## src/rtl/tsh_pkg.sv

```systemverilog
// Package for the tail swing H-bridge PWM unit.
// Holds field widths, register addresses, reset values and shared types.
// No dependencies.
package tsh_pkg;

  localparam int unsigned PERIOD_W = 12;
  localparam int unsigned DUTY_W   = 7;
  localparam int unsigned STEP_W   = 12;
  localparam int unsigned ANGLE_W  = 10;
  localparam int unsigned INTEN_W  = 9;
  localparam int unsigned CLIMB_W  = 11;

  localparam int unsigned IN_DATA_W  = 48;
  localparam int unsigned OUT_DATA_W = 32;

  localparam int unsigned FRAC_BITS_DEF  = 8;
  localparam int unsigned TIMER_BITS_DEF = 12;

  localparam int unsigned APB_ADDR_W = 3;
  localparam int unsigned APB_DATA_W = 32;

  localparam logic [APB_ADDR_W-1:0] REG_PERIOD_ADDR = 3'd0;
  localparam logic [APB_ADDR_W-1:0] REG_LIMIT_ADDR  = 3'd4;

  localparam logic [PERIOD_W-1:0] PERIOD_RST = 12'd350;
  localparam logic [DUTY_W-1:0]   LIMIT_RST  = 7'd30;

  typedef struct packed {
    logic [PERIOD_W-1:0] period;
    logic [DUTY_W-1:0]   limit;
  } tsh_cfg_t;

  typedef enum logic [2:0] {
    ST_IDLE,
    ST_THR,
    ST_CLIMB,
    ST_TERM,
    ST_CLAMP,
    ST_DUTY,
    ST_FIN
  } tsh_state_e;

endpackage

```

## src/rtl/tsh_cfg.sv

```systemverilog
// APB register file of the tail swing H-bridge PWM unit.
// Holds the swing period and the safe duty limit; depends on tsh_pkg.
module tsh_cfg
  import tsh_pkg::*;
(
  input  logic                  clk_i,
  input  logic                  rst_ni,
  input  logic                  psel,
  input  logic                  penable,
  input  logic                  pwrite,
  input  logic [APB_ADDR_W-1:0] paddr,
  input  logic [APB_DATA_W-1:0] pwdata,
  output logic [APB_DATA_W-1:0] prdata,
  output logic                  pready,
  output tsh_cfg_t              cfg_o
);

  logic [PERIOD_W-1:0] period_q;
  logic [DUTY_W-1:0]   limit_q;
  logic                wr_en;

  assign pready = 1'b1;
  assign wr_en  = psel && penable && pwrite;

  always_ff @(posedge clk_i or negedge rst_ni) begin
    if (!rst_ni) begin
      period_q <= PERIOD_RST;
      limit_q  <= LIMIT_RST;
    end else if (wr_en) begin
      case (paddr)
        REG_PERIOD_ADDR: period_q <= pwdata[PERIOD_W-1:0];
        REG_LIMIT_ADDR:  limit_q  <= pwdata[DUTY_W-1:0];
        default: ;
      endcase
    end
  end

  always_comb begin
    case (paddr)
      REG_PERIOD_ADDR: prdata = APB_DATA_W'(period_q);
      REG_LIMIT_ADDR:  prdata = APB_DATA_W'(limit_q);
      default:         prdata = '0;
    endcase
  end

  assign cfg_o.period = period_q;
  assign cfg_o.limit  = limit_q;

endmodule

```

## src/rtl/tsh_mul.sv

```systemverilog
// Shared signed multiplier with a registered product.
// Used by the sequencer of the tail swing unit; depends on tsh_pkg.
module tsh_mul
  import tsh_pkg::*;
#(
  parameter int unsigned A_W = 13,
  parameter int unsigned B_W = 13
) (
  input  logic                     clk_i,
  input  logic signed [A_W-1:0]    a_i,
  input  logic signed [B_W-1:0]    b_i,
  output logic signed [A_W+B_W-1:0] p_o
);

  logic signed [A_W+B_W-1:0] p_q;

  always_ff @(posedge clk_i) begin
    p_q <= a_i * b_i;
  end

  assign p_o = p_q;

endmodule

```

## src/rtl/tail_swing_hbridge_pwm_unit.sv

```systemverilog
// Tail swing and climb H-bridge PWM unit: top level with the sequencer.
// A request steps through the states THR, CLIMB, TERM, CLAMP, DUTY and FIN; its result is registered as it leaves FIN.
// A new request is taken only in IDLE, once the last one has left FIN; the shared multiplier is used four times
// per request, and an earlier result still waiting at the output holds the last step.
// The input side is ready again while a finished result waits at the output.
// Reset is asynchronous and active low; the swing timer is cleared and idle.
module tail_swing_hbridge_pwm_unit
  import tsh_pkg::*;
#(
  parameter int unsigned FRAC_BITS  = FRAC_BITS_DEF,
  parameter int unsigned TIMER_BITS = TIMER_BITS_DEF
) (
  input  logic                  clk_i,
  input  logic                  rst_ni,
  input  logic                  s_axis_tvalid,
  output logic                  s_axis_tready,
  // step_ticks[11:0], swing_angle[21:12], swing_intensity[30:22],
  // climb_speed[41:31], zero padding [47:42]
  input  logic [IN_DATA_W-1:0]  s_axis_tdata,
  output logic                  m_axis_tvalid,
  input  logic                  m_axis_tready,
  // tail_forward_duty[6:0], tail_reverse_duty[13:7], climb_up_duty[20:14],
  // climb_down_duty[27:21], swing_phase[28], duty_saturated[29], zeros [31:30]
  output logic [OUT_DATA_W-1:0] m_axis_tdata,
  input  logic                  psel,
  input  logic                  penable,
  input  logic                  pwrite,
  input  logic [APB_ADDR_W-1:0] paddr,
  input  logic [APB_DATA_W-1:0] pwdata,
  output logic [APB_DATA_W-1:0] prdata,
  output logic                  pready
);

  localparam int unsigned MA_W   = PERIOD_W + 1;
  localparam int unsigned MB_W   = ((FRAC_BITS + 3 > 11) ? FRAC_BITS + 3 : 11) + 2;
  localparam int unsigned PROD_W = MA_W + MB_W;
  localparam int unsigned SUM_W  = ((TIMER_BITS > PERIOD_W) ? TIMER_BITS : PERIOD_W) + 1;
  localparam int unsigned LHS_W  = TIMER_BITS + 4 + FRAC_BITS;
  localparam int unsigned CMP_W  = ((LHS_W > PROD_W) ? LHS_W : PROD_W) + 1;
  localparam int unsigned SH_W   = PROD_W - FRAC_BITS;
  localparam logic [MB_W-1:0]      ONE_B  = MB_W'(1) << FRAC_BITS;
  localparam logic [FRAC_BITS:0]   ONE_T  = (FRAC_BITS + 1)'(1) << FRAC_BITS;
  localparam logic [SH_W-1:0]      ONE_SH = SH_W'(1) << FRAC_BITS;

  tsh_cfg_t cfg;

  tsh_cfg u_cfg (
    .clk_i   (clk_i),
    .rst_ni  (rst_ni),
    .psel    (psel),
    .penable (penable),
    .pwrite  (pwrite),
    .paddr   (paddr),
    .pwdata  (pwdata),
    .prdata  (prdata),
    .pready  (pready),
    .cfg_o   (cfg)
  );

  tsh_state_e state_q, state_d;

  logic [TIMER_BITS-1:0]     timer_q, timer_d;
  logic                      running_q;
  logic [DUTY_W-1:0]         held_fwd_q, held_rev_q;
  logic                      phase_q;
  logic                      m_valid_q;
  logic [OUT_DATA_W-1:0]     m_data_q, m_data_d;

  logic [ANGLE_W-1:0]        angle_q;
  logic [INTEN_W-1:0]        inten_q;
  logic [CLIMB_W-1:0]        climb_q;
  logic [FRAC_BITS:0]        term_q, term_d;
  logic [DUTY_W-1:0]         up_q, down_q, up_d, down_d;
  logic                      sat_q, sat_d;

  logic                      accept, out_free, fin_go;
  logic [PERIOD_W-1:0]       period_eff, step_in, step_c;
  logic [SUM_W-1:0]          sum, wrap;

  logic signed [MA_W-1:0]    mul_a;
  logic signed [MB_W-1:0]    mul_b;
  logic signed [PROD_W-1:0]  prod;

  logic [MB_W-1:0]           angle_ext, one_plus, one_minus, thr_fac;
  logic [MA_W-1:0]           period_a, climb_a, inten_a, lim_a;
  logic [MB_W-1:0]           lim_b, term_b;
  logic [CLIMB_W-1:0]        climb_abs;
  logic [TIMER_BITS+3:0]     timer10;
  logic [CMP_W-1:0]          lhs_ext, thr_ext;
  logic                      phase_d;
  logic [SH_W-1:0]           prod_sh, lim_sh;
  logic [DUTY_W-1:0]         duty, fwd_out, rev_out;
  logic                      inten_zero;

  tsh_mul #(
    .A_W (MA_W),
    .B_W (MB_W)
  ) u_mul (
    .clk_i (clk_i),
    .a_i   (mul_a),
    .b_i   (mul_b),
    .p_o   (prod)
  );

  assign s_axis_tready = (state_q == ST_IDLE);
  assign accept        = s_axis_tvalid && s_axis_tready;
  assign out_free      = !m_valid_q || m_axis_tready;
  assign fin_go        = (state_q == ST_FIN) && out_free;
  assign m_axis_tvalid = m_valid_q;
  assign m_axis_tdata  = m_data_q;

  // Timer update in the accept cycle.
  assign period_eff = (cfg.period == '0) ? PERIOD_W'(1) : cfg.period;
  assign step_in    = s_axis_tdata[STEP_W-1:0];
  assign step_c     = (step_in > period_eff) ? period_eff : step_in;
  assign sum        = (running_q ? SUM_W'(timer_q) : '0) + SUM_W'(step_c);
  assign wrap       = (sum >= SUM_W'(period_eff)) ? sum - SUM_W'(period_eff) : sum;
  assign timer_d    = (s_axis_tdata[30:22] == '0) ? '0 : wrap[TIMER_BITS-1:0];

  // Multiplier operands.
  assign angle_ext = {{(MB_W-ANGLE_W){angle_q[ANGLE_W-1]}}, angle_q};
  assign one_plus  = ONE_B + angle_ext;
  assign one_minus = ONE_B - angle_ext;
  assign thr_fac   = (ONE_B << 2) + ONE_B + (angle_ext << 2);
  assign climb_abs = climb_q[CLIMB_W-1] ? (~climb_q + CLIMB_W'(1)) : climb_q;
  assign period_a  = MA_W'(period_eff);
  assign climb_a   = MA_W'(climb_abs);
  assign inten_a   = MA_W'(inten_q);
  assign lim_a     = MA_W'(cfg.limit);
  assign lim_b     = MB_W'(cfg.limit);
  assign term_b    = MB_W'(term_q);

  always_comb begin
    state_d = state_q;
    mul_a   = '0;
    mul_b   = '0;
    case (state_q)
      ST_IDLE: begin
        if (s_axis_tvalid) begin
          state_d = ST_THR;
        end
      end
      ST_THR: begin
        mul_a   = period_a;
        mul_b   = thr_fac;
        state_d = ST_CLIMB;
      end
      ST_CLIMB: begin
        mul_a   = climb_a;
        mul_b   = lim_b;
        state_d = ST_TERM;
      end
      ST_TERM: begin
        mul_a   = inten_a;
        mul_b   = phase_q ? one_minus : one_plus;
        state_d = ST_CLAMP;
      end
      ST_CLAMP: begin
        state_d = ST_DUTY;
      end
      ST_DUTY: begin
        mul_a   = lim_a;
        mul_b   = term_b;
        state_d = ST_FIN;
      end
      ST_FIN: begin
        mul_a = lim_a;
        mul_b = term_b;
        if (out_free) begin
          state_d = ST_IDLE;
        end
      end
      default: state_d = ST_IDLE;
    endcase
  end

  // Forward part test: timer * 10 * ONE against the registered threshold.
  assign timer10 = {1'b0, timer_q, 3'b000} + {3'b000, timer_q, 1'b0};
  assign lhs_ext = CMP_W'({timer10, {FRAC_BITS{1'b0}}});
  assign thr_ext = {{(CMP_W-PROD_W){prod[PROD_W-1]}}, prod};
  assign phase_d = !($signed(lhs_ext) < $signed(thr_ext));

  // Climb duty with clipping, and the swing term clamp.
  assign prod_sh = prod[PROD_W-1:FRAC_BITS];
  assign lim_sh  = SH_W'(cfg.limit);
  assign sat_d   = (prod_sh > lim_sh);
  assign up_d    = (!climb_q[CLIMB_W-1] && climb_q != '0) ?
                   (sat_d ? cfg.limit : prod_sh[DUTY_W-1:0]) : '0;
  assign down_d  = climb_q[CLIMB_W-1] ? (sat_d ? cfg.limit : prod_sh[DUTY_W-1:0]) : '0;

  always_comb begin
    if (prod[PROD_W-1] || prod == '0) begin
      term_d = '0;
    end else if (prod_sh > ONE_SH) begin
      term_d = ONE_T;
    end else begin
      term_d = prod_sh[FRAC_BITS:0];
    end
  end

  // Result assembly.
  assign inten_zero = (inten_q == '0);
  assign duty       = prod[FRAC_BITS+DUTY_W-1:FRAC_BITS];
  assign fwd_out    = inten_zero ? held_fwd_q : (phase_q ? '0 : duty);
  assign rev_out    = inten_zero ? held_rev_q : (phase_q ? duty : '0);
  assign m_data_d   = OUT_DATA_W'({sat_q, phase_q && !inten_zero, down_q, up_q,
                                   rev_out, fwd_out});

  always_ff @(posedge clk_i or negedge rst_ni) begin
    if (!rst_ni) begin
      state_q    <= ST_IDLE;
      timer_q    <= '0;
      running_q  <= 1'b0;
      held_fwd_q <= '0;
      held_rev_q <= '0;
      phase_q    <= 1'b0;
      m_valid_q  <= 1'b0;
    end else begin
      state_q <= state_d;
      if (accept) begin
        timer_q   <= timer_d;
        running_q <= (s_axis_tdata[30:22] != '0);
      end
      if (state_q == ST_CLIMB) begin
        phase_q <= phase_d;
      end
      if (fin_go) begin
        m_valid_q <= 1'b1;
        if (!inten_zero) begin
          held_fwd_q <= fwd_out;
          held_rev_q <= rev_out;
        end
      end else if (m_axis_tready) begin
        m_valid_q <= 1'b0;
      end
    end
  end

  always_ff @(posedge clk_i) begin
    if (accept) begin
      angle_q <= s_axis_tdata[21:12];
      inten_q <= s_axis_tdata[30:22];
      climb_q <= s_axis_tdata[41:31];
    end
    if (state_q == ST_TERM) begin
      up_q   <= up_d;
      down_q <= down_d;
      sat_q  <= sat_d;
    end
    if (state_q == ST_CLAMP) begin
      term_q <= term_d;
    end
    if (fin_go) begin
      m_data_q <= m_data_d;
    end
  end

endmodule
```

## config.mk

```make
export PLATFORM = sky130hd
export DESIGN_NAME = tail_swing_hbridge_pwm_unit
export DESIGN_NICKNAME = d
export VERILOG_FILES = /design/src/rtl/tsh_pkg.sv /design/src/rtl/tsh_cfg.sv /design/src/rtl/tsh_mul.sv /design/src/rtl/tail_swing_hbridge_pwm_unit.sv
export SDC_FILE = /design/constraint.sdc
export NUM_CORES = 1
export LEC_CHECK = 0
export ABC_CLOCK_PERIOD_IN_PS = 8700
export BUFFER_PORTS_ARGS = -buffer_cell sky130_fd_sc_hd__buf_2
export CAP_MARGIN = 20
export CORE_UTILIZATION = 40
export DETAILED_ROUTE_END_ITERATION = 6
export GPL_TIMING_DRIVEN = 0
export PLACE_DENSITY = 0.61
export SETUP_SLACK_MARGIN = 0.1
export SYNTH_ARGS = -nofsm -noshare
export SYNTH_HDL_FRONTEND = slang
export SYNTH_SLANG_ARGS = --single-unit
```

## constraint.sdc

```tcl
create_clock -name clk_i -period 8.7 [get_ports clk_i]
set_input_delay 0.87 -clock clk_i [delete_from_list [all_inputs] [get_ports clk_i]]
set_output_delay 0.87 -clock clk_i [all_outputs]
set_load 0.01 [all_outputs]
```

; ---- Word-level counts from Yosys, hierarchy flattened
; Index checks and enable logic that the tools add are counted.
[totals]
romBits = 0
n_memories = 0
reg_bits = 161
mem_bits_rw = 0
output_inout_bits = 67
latchBits = 0
[classes]
div = 0
bitwise = 2
magnitude_cmp = 5
muxes = 21
n_eq_ne = 9
n_addsub = 7
reduce_logical = 27
shifts = 0
multipliers = 1
[ops]
columns = operator, count
row1 = $mux W12, 5
row2 = $pmux W13 S4, 1
row3 = $pmux W12 S4, 1
row4 = $mux W7, 5
row5 = $logic_not A26 Y1, 1
row6 = $lt A25 B26 Y1, 1
row7 = $mul A13 B13 Y26, 1
row8 = $pmux W12 S2, 1
row9 = $pmux W3 S7, 1
row10 = $gt A18 B7 Y1, 1
row11 = $gt A18 B9 Y1 const B, 1
row12 = $logic_not A9 Y1, 2
row13 = $add A15 B13 Y16, 1
row14 = $add A12 B12 Y13, 1
row15 = $add A12 B12 Y13 const A, 1
row16 = $ge A13 B12 Y1, 1
row17 = $mux W13, 1
row18 = $eq A3 B3 Y1 const B, 4
row19 = $gt A12 B12 Y1, 1
row20 = $logic_not A12 Y1, 1
row21 = $sub A12 B12 Y12, 1
row22 = $add A10 B10 Y11 const A, 1
row23 = $add A11 B1 Y11 const B, 1
row24 = $mux W11, 1
row25 = other kinds (18), 36

; ---- Longest topological paths before layout
[depth]
depth_word = 8
ltp_mapped = 27
ltp_nobuf = 26

; ---- Cells and area by module
; A second synthesis with hierarchy kept.
[unflattened]
cells_unflattened = 1654
area_unflattened_um2 = 16241.8
[modules_own_cells]
columns = mod, area_each_um2, cells_each, n_inst
row1 = tail_swing_hbridge_pwm_unit, 8119.0, 817, 1
row2 = tsh_mul, 7039.3, 749, 1
row3 = tsh_cfg, 1083.5, 88, 1

; ---- Worst setup path before layout
; OpenSTA, ideal clock, no wires.
[synth_path]
path_type = register to register
start = reg climb_q[2]
end = reg u_mul.p_q[21], in the netlist u_mul.p_o[21]
stages_incl_launch_ff = 23
setup_time_ps = 127
synth_period_minus_slack_ps = 6423
slack_ps = 2277
t_arrival_ps = 6296
required_ps = 8573
path_cell_list = edfxtp_1 > or3_1 > o311a_1 > a221o_1 > a22oi_2 > a2bb2oi_4 > or2_1 > fa_1 > fa_1 > inv_1 > fa_1 > fa_1 > fa_1 > inv_1 > fa_1 > inv_1 > ha_1 > o21ai_0 > a21oi_1 > and3_1 > a211oi_2 > o21ai_0 > xor2_1
[synth_between]
elab_chain_len = 5
[synth_lines]
columns = item, line
row1 = "start, declared", tail_swing_hbridge_pwm_unit.sv:71  ; logic [CLIMB_W-1:0] climb_q;
row2 = "start signal, assigned", tail_swing_hbridge_pwm_unit.sv:243  ; climb_q <= s_axis_tdata[41:31];
row3 = $not A11 Y11, tail_swing_hbridge_pwm_unit.sv:125  ; assign climb_abs = climb_q[CLIMB_W-1] ? (~climb_q + CLIMB_W'(1)) : climb_q;
row4 = $add A11 B1 Y11, tail_swing_hbridge_pwm_unit.sv:125
row5 = $mux W11 (*), tail_swing_hbridge_pwm_unit.sv:125
row6 = $pmux W12 S4 (*), tail_swing_hbridge_pwm_unit.sv:137  ; case (state_q)
row7 = $mul A13 B13 Y26 (*), tsh_mul.sv:18  ; p_q <= a_i * b_i;
row8 = "end signal, assigned", tsh_mul.sv:18
row9 = "end, declared", tsh_mul.sv:15  ; logic signed [A_W+B_W-1:0] p_q;
; Mark *: on every way between the ends. The rest lies on a longest branch, timed or not.
; A chain may end at the register's enable or synchronous reset.

; ---- Worst setup path after layout
[layout_path]
start = reg climb_q[6]
end = reg u_mul.p_q[18], in the netlist u_mul.p_o[18]
; The elaborated chain is that of the path after synthesis.

==> out/results.ini <==
[run_status]
status=completed

[logic_synthesis]
synth_edf_count=84
synth_most_common_cell=inv_1
synth_top_cell_area_share_pct=15.87
yosys_most_used_dff=edfxtp_1
avgSynthCellArea_sq_um=9.252
synth_area_leaders=edfxtp_1, fa_1, ha_1, dfrtp_1, inv_1
yosysWarnings=0
ys_top_cells_by_count=inv_1, nand2_1, ha_1
synth_cell_type_count=85
ys_ff_latch=161
ys_seq_area_share_pct=27.25
postSynthCellCount=1718
synthArstFlopShare_pct=31.68
syn-cell-area_sq_um=15900
yosysTopAreaCell=edfxtp_1

[clock_network]
clock_latency_ns=0.44
htree_levels=4
clockRootBuffer=clkbuf_16
cts_hold_buf=0
numCtsBuffers=17
path_clk_slew_ns=0.07
cts-resized-gates=0
cts_tree=yes
cts_max_path_buffers=2
postCtsSetupRepairBufs=0
cts_sinks=161

[global_route]
antenna_found_initial=0
gr-total-overflow=0
grt_usage_pct=22.57
grt_max_degree=38
grt_pass1_vias=13140
grt_pass1_wl_microns=71630

[worst_setup_path]
path_cells=or4_4 -> o21ai_0 -> xnor2_1 -> o211ai_1 -> a21oi_1 -> nand2_1 -> fa_1 -> fa_1 -> inv_1 -> fa_1 -> fa_1 -> fa_1 -> inv_1 -> fa_1 -> inv_1 -> ha_1 -> nand2_1 -> o22ai_1 -> a21oi_1 -> a21boi_0 -> o41ai_1 -> xnor2_1
cp_max_fo=7
endpoint_kind=register
reg2reg_setup_slack_ns=0.86
crit_required_ns=9.04
r2r-end=u_mul.p_o[18]$_DFF_P_
rr_startpoint=climb_q[6]$_DFFE_PP_
crit_type=reg -> reg
crit_buf_inv=3
r2r_cells=22
crit_family=adder cells
max_stage_delay_ns=0.81
cp-start-kind=register
critPathArrivalTime_ns=8.18
slowest_stage=a21oi_1
cpMostUsedCell=fa_1
crit_cells=22

[sta]
setup-tns-final_ns=0
skew_ns=0.01477
rsz0062_at_grt=no
finalHoldViolCount=0
setup_viol=0
fin_ws_ns=0.8617
slew_viol_final=0
layout_min_cycle_time_ns=7.838
slew_headroom_pct=31.67
worst_pin_slew_ns=1.025
max_freq_ghz=0.1276
fin_crit_sh_pct=90.10

[placed_design]
dpl.hpwl_microns=36390
io_buffers=106
place_ws_ns=0.8784
place.gp.congestion=0.9239

[worst_hold_path]
min_path_type=in -> async

[final_layout]
n_antenna_cell=0
area_delta_synth_final_pct=12.05
drive_above_1_share_pct=12.64
nets=2245

[drt]
firstDrtPassIters=5
routed_via_density=5.469
wl_per_cell_microns=18.57
antenna_left=0
route.detailed.drc=0
drt-total-wl_microns=44590
vias=13130
drt-initial-drc-count=905

[die]
ios=157
die_w_microns=201.3
initial_core_util_pct=40.84
die-area_sq_um=40540
coreArea_sq_um=38920
num_rows=72
die_h_microns=201.3

[flow_run]
maxCapViolCount=0

[area by class of cell]
cell class / count / area, sq um
Buffer: 92 / 466.7
Clock buffer: 19 / 464.2
Clock inverter: 13 / 116.4
Multi-Input combinational cell: 1294 / 10460
Sequential cell: 161 / 4332
Timing Repair Buffer: 110 / 600.6
Inverter: 194 / 728.2
Fill cell: 3805 / 21110
Tap cell: 518 / 648.1
[kinds of logic (layout without fill, tap and decap cells)]
logic type	count (synthesis)	in the layout	synth area share, %
AOI/OAI and AO/OA	384	384	16.72
xor gates and xnor gates	59	59	3.251
adders and majority gates	285	285	27.77
buffers and inverters	286	428	7.517
DFF	161	161	27.25
muxes	23	23	1.535
other	2	25	0.04725
and+or+nand+nor	518	518	15.91
[layout by cell type, fill, tap and decap left out, types with 8 or more instances in the layout]
cell type,count
inv_1,193
nand2_1,173
ha_1,172
buf_2,121
nor2_1,118
fa_1,113
edfxtp_1,84
a21oi_1,81
o21ai_0,77
clkbuf_1,49
xnor2_1,44
dfrtp_1,41
and2_1,39
nor3_1,38
a21o_1,30
dfxtp_1,26
conb_1,25
nor3b_1,24
buf_4,24
nand2b_1,23
nand3_1,20
o21a_1,19
o311ai_0,18
clkbuf_16,18
nor4_1,16
o211ai_1,16
a22o_1,16
a211oi_1,15
xor2_1,15
nor2b_1,13
mux2i_1,12
a21boi_0,11
a22oi_1,11
mux2_2,11
dfstp_2,10
o21ai_1,9
and3_1,9
nand4_1,8
or3_1,8
a31oi_1,8
[registers in the layout (all words and copies together), names as in the netlist, 9 cells and up]
signal and cells:
angle_q 10, m_axis_tdata 30, u_cfg.period_q 12, term_q 9
climb_q 11, u_mul.p_o 26, timer_q 12, inten_q 9
[worst max-delay path by stage]
stage | end | startpoint | slack [ns]
2_1_floorplan | u_mul.p_o[21]$_DFF_P_ | climb_q[2]$_DFFE_PP_ | 2.28
3_3_place_gp | u_mul.p_o[18]$_DFF_P_ | climb_q[6]$_DFFE_PP_ | 0.97
3_5_place_dp | u_mul.p_o[18]$_DFF_P_ | climb_q[6]$_DFFE_PP_ | 0.88
4_1_cts | u_mul.p_o[18]$_DFF_P_ | climb_q[6]$_DFFE_PP_ | 0.86
5_1_grt | u_mul.p_o[18]$_DFF_P_ | state_q[1]$_DFFE_PN0P_ | 0.46
6_report | u_mul.p_o[18]$_DFF_P_ | climb_q[6]$_DFFE_PP_ | 0.86
[per-layer routing]
metal / GRT usage [%] / part of all wire (%)
met2: 36.85 / 46
met4: 7.413 / 3.0
met1: 30.24 / 45
met3: 3.887 / 5.6
met5: 0 / 0
[through the flow]
| step | hold slack (ns) | std cells | area (sq um) | util (%) |
|---|---|---|---|---|
| after floorplan | 0.4003 | 1741 | 15980 | - |
| after global placement | 0.4064 | 2365 | 17160 | 44.09 |
| after detailed placement | 0.4061 | 2369 | 17230 | 44.27 |
| after CTS | 0.3535 | 2401 | 17810 | 45.77 |
| after global routing | 0.3722 | 2401 | 17810 | 45.77 |
| final | 0.3588 | 2401 | 17810 | 45.77 |
[worst reg2reg max path, cell delays in order (launching register included)]
cell,delay (ns)
edfxtp_1,0.49
or4_4,0.61
o21ai_0,0.24
xnor2_1,0.15
o211ai_1,0.12
a21oi_1,0.81
nand2_1,0.18
fa_1,0.52
fa_1,0.52
inv_1,0.05
fa_1,0.46
fa_1,0.52
fa_1,0.54
inv_1,0.05
fa_1,0.50
inv_1,0.04
ha_1,0.34
nand2_1,0.13
o22ai_1,0.10
a21oi_1,0.54
a21boi_0,0.23
o41ai_1,0.39
xnor2_1,0.21
Power is not shown: default switching activity piles up to over one toggle a cycle in this logic, so the estimate is an artifact.
